--- src/design/mtxy_pkg.sv ---
// ----------------------------------------------------------------------------
// mtxy_pkg
// Shared constants and register indexes for the multiturn encoder xy tracker.
// ----------------------------------------------------------------------------
`default_nettype none

package mtxy_pkg;

	localparam int ENCODER_BITS_DEF = 14;
	localparam int TURN_BITS_DEF    = 16;

	localparam int DATA_W     = 32;
	localparam int GAIN_W     = 24;
	localparam int GAIN_SHIFT = 24;
	localparam int CFG_IDX_W  = 2;

	localparam logic [GAIN_W-1:0] GAIN_RESET = 24'd7540000;

	typedef enum logic [CFG_IDX_W-1:0] {
		REG_OFFSET_LEFT   = 2'd0,
		REG_OFFSET_RIGHT  = 2'd1,
		REG_POSITION_GAIN = 2'd2
	} cfg_reg_t;

	localparam logic signed [DATA_W-1:0] SAT_MAX = {1'b0, {(DATA_W-1){1'b1}}};
	localparam logic signed [DATA_W-1:0] SAT_MIN = {1'b1, {(DATA_W-1){1'b0}}};

endpackage

`default_nettype wire

--- src/design/mtxy_track.sv ---
// ----------------------------------------------------------------------------
// mtxy_track
// Turn counting and unwrapped angle for one motor, with saturated angle register.
// ----------------------------------------------------------------------------
`default_nettype none

module mtxy_track #(
	parameter int ENCODER_BITS = mtxy_pkg::ENCODER_BITS_DEF,
	parameter int TURN_BITS    = mtxy_pkg::TURN_BITS_DEF
) (
	input  wire logic                              clk,
	input  wire logic                              arst_n,
	input  wire logic                              load,
	input  wire logic [ENCODER_BITS-1:0]           raw,
	input  wire logic signed [mtxy_pkg::DATA_W-1:0] offset,
	output logic signed [mtxy_pkg::DATA_W-1:0]     angle_s2
);
	import mtxy_pkg::*;

	localparam int SUM_W = ((TURN_BITS + ENCODER_BITS > DATA_W) ?
		(TURN_BITS + ENCODER_BITS) : DATA_W) + 2;

	localparam logic [ENCODER_BITS-1:0] HALF = {1'b1, {(ENCODER_BITS-1){1'b0}}};
	localparam logic signed [TURN_BITS-1:0] TURN_MAX = {1'b0, {(TURN_BITS-1){1'b1}}};
	localparam logic signed [TURN_BITS-1:0] TURN_MIN =
		{1'b1, {(TURN_BITS-2){1'b0}}, 1'b1};
	localparam logic signed [TURN_BITS-1:0] TURN_ONE = TURN_BITS'(1);

	logic [ENCODER_BITS-1:0]        prev_q;
	logic signed [TURN_BITS-1:0]    turns_q;
	logic signed [TURN_BITS-1:0]    turns_nxt;
	logic [ENCODER_BITS-1:0]        diff_up;
	logic [ENCODER_BITS-1:0]        diff_dn;
	logic                           step_up;
	logic                           step_dn;
	logic signed [SUM_W-1:0]        sum;
	logic [SUM_W-DATA_W:0]          sum_hi;
	logic signed [DATA_W-1:0]       angle_sat;

	assign diff_up = raw - prev_q;
	assign diff_dn = prev_q - raw;
	assign step_up = (raw > prev_q) && (diff_up > HALF);
	assign step_dn = (prev_q > raw) && (diff_dn > HALF);

	always_comb begin
		turns_nxt = turns_q;
		if (step_up && (turns_q != TURN_MAX)) begin
			turns_nxt = turns_q + TURN_ONE;
		end else if (step_dn && (turns_q != TURN_MIN)) begin
			turns_nxt = turns_q - TURN_ONE;
		end
	end

	always_comb begin
		sum = (SUM_W'(turns_nxt) <<< ENCODER_BITS)
			- $signed(SUM_W'({1'b0, raw}))
			+ SUM_W'(offset);
		sum_hi = sum[SUM_W-1:DATA_W-1];
		if ((&sum_hi) || !(|sum_hi)) begin
			angle_sat = sum[DATA_W-1:0];
		end else if (sum[SUM_W-1]) begin
			angle_sat = SAT_MIN;
		end else begin
			angle_sat = SAT_MAX;
		end
	end

	always_ff @(posedge clk or negedge arst_n) begin
		if (!arst_n) begin
			prev_q  <= '0;
			turns_q <= '0;
		end else if (load) begin
			prev_q  <= raw;
			turns_q <= turns_nxt;
		end
	end

	always_ff @(posedge clk) begin
		if (load) begin
			angle_s2 <= angle_sat;
		end
	end

endmodule

`default_nettype wire

--- config.mk ---
export PLATFORM = sky130hd
export DESIGN_NAME = mtxy_track
export DESIGN_NICKNAME = d
export VERILOG_FILES = /design/src/design/mtxy_pkg.sv /design/src/design/mtxy_track.sv
export SDC_FILE = /design/constraint.sdc
export NUM_CORES = 1
export LEC_CHECK = 0
export ABC_AREA = 1
export BUFFER_PORTS_ARGS = -buffer_cell sky130_fd_sc_hd__buf_2
export CAP_MARGIN = 40
export CORE_ASPECT_RATIO = 1.75
export CORE_MARGIN = 2
export CORE_UTILIZATION = 25
export CTS_CLUSTER_SIZE = 40
export DETAILED_ROUTE_END_ITERATION = 8
export SYNTH_ARGS = -nofsm -noshare
export SYNTH_HDL_FRONTEND = slang
export SYNTH_SLANG_ARGS = --single-unit
--- constraint.sdc ---
create_clock -name clk -period 4.95 [get_ports clk]
set_clock_uncertainty 0.05 [all_clocks]
set_input_delay 0.7425 -clock clk [delete_from_list [all_inputs] [get_ports clk]]
set_output_delay 0.7425 -clock clk [all_outputs]
set_load 0.005 [all_outputs]
==> key figures <==
Global route
  – Largest net degree at the start of global routing: 47
  – Total grt overflow: 0
  – Overall Global Routing Usage: 15.9%
  – Antenna violations before repair: 5
  – Vias in the first global route: 8145
  – First-pass GRT wire length: 40100 microns

CTS
  – TritonCTS buffer count: 9
  – H-tree depth: 3
  – Clk sinks: 62
  – Clock Latency Late Sink: ~0.36 ns
  – Clock Path Buffers: 2
  – Clock slew at the register clock pins of the worst setup and hold paths: 0.06 ns
  – Clock root cell: clkbuf_16
  – CTS tree: yes

Power and ir drop
  – Power Density: 669 mW/mm^2
  – Max rail drop VDD: about 440 uV
  – Power share of the clock group: 8.4%
  – Internal: 4.07 mW
  – P_leak: around 5.8 nW
  – Gate power share: 77.1%
  – P_sw: 3.41 mW
  – Switching portion of total power: 45.6%
  – Flop pwr share: 14.5%

Final layout
  – Post-Route Utilization: 37.1%
  – Layout cell share with drive strength beyond 1: between 30% and 40%
  – Antenna diodes: 0
  – Seq. cell area: 0.00171 sq mm
  – Final non-filler cell area: 0.0112 sq mm
  – Area of the multi-input gates: 0.00598 sq mm
  – Filler instances: 3078
  – Area growth syn-to-layout: 45.8%
  – Final #Nets: 1575

Route
  – Final ANT Viol Nets: 0
  – Routed wire length: between 20000 and 30000 microns
  – Starting DRC count in detailed routing: 457
  – DRC viols: 0
  – Total number of vias: roughly 8300
  – Pre-Repair DR Iteration Count: 7
  – Routed WL per cell: 14.5 microns
  – Via/cell ratio: roughly 4.6

Logic synthesis
  – #FFs+latches synth: 62
  – Mapped Nets: roughly 1300
  – Synthesized cell area: between 0.007 and 0.008 sq mm
  – Yosys warns: 0
  – Synth Flop Type: edfxtp_1
  – Sequential element share of the synthesized area: 22.3%
  – Syn Inst Count: 1184
  – Count of cell types in the netlist: 42
  – Async set-reset flop share out of synthesis: about half
  – Syn avg cell area: 6.48 sq um
  – Post-synth EDFFs: 32

Worst setup path
  – Req. time, crit path: 5.00 ns
  – Crit Path Class: in2reg
  – CP max stage cell: ha_2
  – Most frequent CP cell: nand2_2
  – Crit path max-delay family: simple AND/OR/NAND/NOR gates
  – Worst Path Buf+Inv: 6
  – Critical path data arrival time: 4.88 ns
  – Crit-path max FO: 7
  – Largest stage delay, worst path: 0.32 ns
  – Crit end category: flop
  – Crit path launch type: primary input

Worst hold path
  – Worst hold path type: in2async

STA
  – Max-slew violations: 0
  – Final hold violation count: 0
  – Setup WS post-layout: 0.120 ns
  – Fin Setup TNS: 0 ns
  – RSZ-0062 raised after global routing: true
  – Endpoints failing setup: 0
  – Min cycle time layout: between 4 and 5 ns
  – Slew at the pin closest to its max-slew limit: 0.829 ns
  – Fmax: between 200 and 250 MHz
  – Worst slew margin: approximately 45%
  – Share of the clock period used by the worst path: 97.6%

Placed design
  – Port Buffers: 80
  – Routability cong.: 0.954
  – Pre-CTS WS: -0.774 ns
  – DPL Wire Length: 21100 microns
  – Dpl cell area: 0.00970 sq mm

Floorplanning
  – Die area: approximately 0.032 sq mm
  – # IOs: 81
  – Initial core utilization: 25.4%
  – Core Box Area: 0.0302 sq mm
  – FP Rows: 84
  – Height of the die: 236 microns
  – Chip width: 136 microns

Status
  – Status: completed

Job
  – Max-cap violations: 0
-- power groups by stage --
stage / Clock, mW / Combinational [mW] / Sequential [mW]
after floorplan: 0 / 2.65 / 1.05
after global placement: 0 / 4.32 / 1.09
after detailed placement: 0 / 4.38 / 1.09
after CTS: 0.642 / 4.44 / 1.08
after global routing: 0.664 / 6.37 / 1.11
final: 0.628 / 5.77 / 1.08
-- flip-flops by register name, indices dropped and copies added (netlist names) --
signal,cells
angle_s2,32
prev_q,14
turns_q,16
-- placed cells by master (no fill, tap or decap), types with 6 or more instances in the layout --
cell / count
xor2_1: 52
o21ai_0: 26
nand2_1: 327
nand3_1: 67
xnor2_1: 7
buf_4: 170
ha_4: 34
nor2_1: 53
a21oi_2: 25
o21ai_1: 7
a21o_1: 6
buf_2: 80
edfxtp_1: 32
nor3_1: 13
a21oi_1: 23
nor2_2: 12
dfrtp_1: 30
nand4_1: 36
nand2_2: 59
inv_2: 30
clkbuf_16: 11
nand2_4: 6
ha_1: 55
inv_1: 180
nand3_2: 13
buf_6: 9
-- cells by family (layout without fill, tap and decap cells) --
| family | after synthesis | after routing | share of synthesized area (%) |
|---|---|---|---|
| flip-flops | 62 | 62 | 22.3 |
| XOR/XNOR | 61 | 61 | 6.96 |
| AND/OR/NAND/NOR | 603 | 603 | 33.2 |
| buffers and inverters | 243 | 493 | 12.6 |
| adder cells (fa/ha/maj) | 96 | 96 | 15.9 |
| AO/OA/AOI/OAI | 119 | 119 | 9.12 |
-- layout make-up --
type	count	share of cell area, %
timing repair buffer	266	17.2
clock buffer	10	2.05
sequential	62	15.3
tap	387	4.33
clock inverter	5	0.458
multi-input combinational	879	53.5
inverter	212	7.16
-- cell usage after synthesis (2+ instances only) --
master    instances  area [sq um]
fa_1              2          40.0
dfrtp_1          30           751
a21boi_0          2          15.0
xor2_1           54           473
a31oi_1           5          31.3
a211oi_1          2          15.0
nand2_2           5          31.3
nor2_1           62           233
o21ai_1           2          10.0
a21oi_2           2          17.5
o21ai_0          34           170
buf_6             4          45.0
edfxtp_1         32           961
xnor2_1           7          61.3
nor3_1           18          90.1
o21bai_1          7          52.6
nand2_1         387          1450
o21a_1            2          15.0
inv_2             2          7.51
ha_1             94          1180
nand3_1          79           395
nor2_2            6          37.5
inv_1           210           788
nand3_2           4          40.0
buf_2             6          30.0
buf_4             4          30.0
clkbuf_1         16          60.1
a21oi_1          51           255
nand4_1          36           225
a21o_1            6          45.0
o211ai_1          2          15.0
-- metrics by stage --
stage | total power [mW] | std cells | hold WS (ns)
after floorplan | 3.70 | 1184 | 0.397
after global placement | 5.41 | 1787 | 0.488
after detailed placement | 5.46 | 1787 | 0.504
after CTS | 6.16 | 1805 | 0.452
after global routing | 8.14 | 1821 | 0.483
final | 7.48 | 1821 | 0.421
-- final timing paths --
kind | start | cells after the start | end | slack [ns]
hold reg to reg | prev_q[12]$_DFFE_PN0P_ | 2 | prev_q[12]$_DFFE_PN0P_ | 0.51
hold / removal | arst_n | 1 | turns_q[13]$_DFFE_PN0P_ | 0.42
max in group asynchronous | arst_n | 1 | prev_q[0]$_DFFE_PN0P_ | 3.89
setup / recovery | raw[7] | 31 | angle_s2[23]$_DFFE_PP_ | 0.12
min in group clk | prev_q[12]$_DFFE_PN0P_ | 2 | prev_q[12]$_DFFE_PN0P_ | 0.51
setup reg to reg | prev_q[0]$_DFFE_PN0P_ | 33 | angle_s2[23]$_DFFE_PP_ | 0.17
-- what timing repair did --
item,4_1_cts,5_1_grt
pin swaps,2,74
gates resized for setup,28,216
hold buffers,0,0
endpoints found under the setup margin,31,31
buffers inserted,3,12
cloned,0,4
-- layer usage --
layer	track usage, %	up-vias	part of all wire (%)
met5	0	-	0.22
met4	9.25	10	5.2
met3	2.95	78	3.8
met2	30.0	172	54
met1	15.7	3808	36
li1	-	4257	-
No activity file was read; power rests on OpenSTA's default activity.
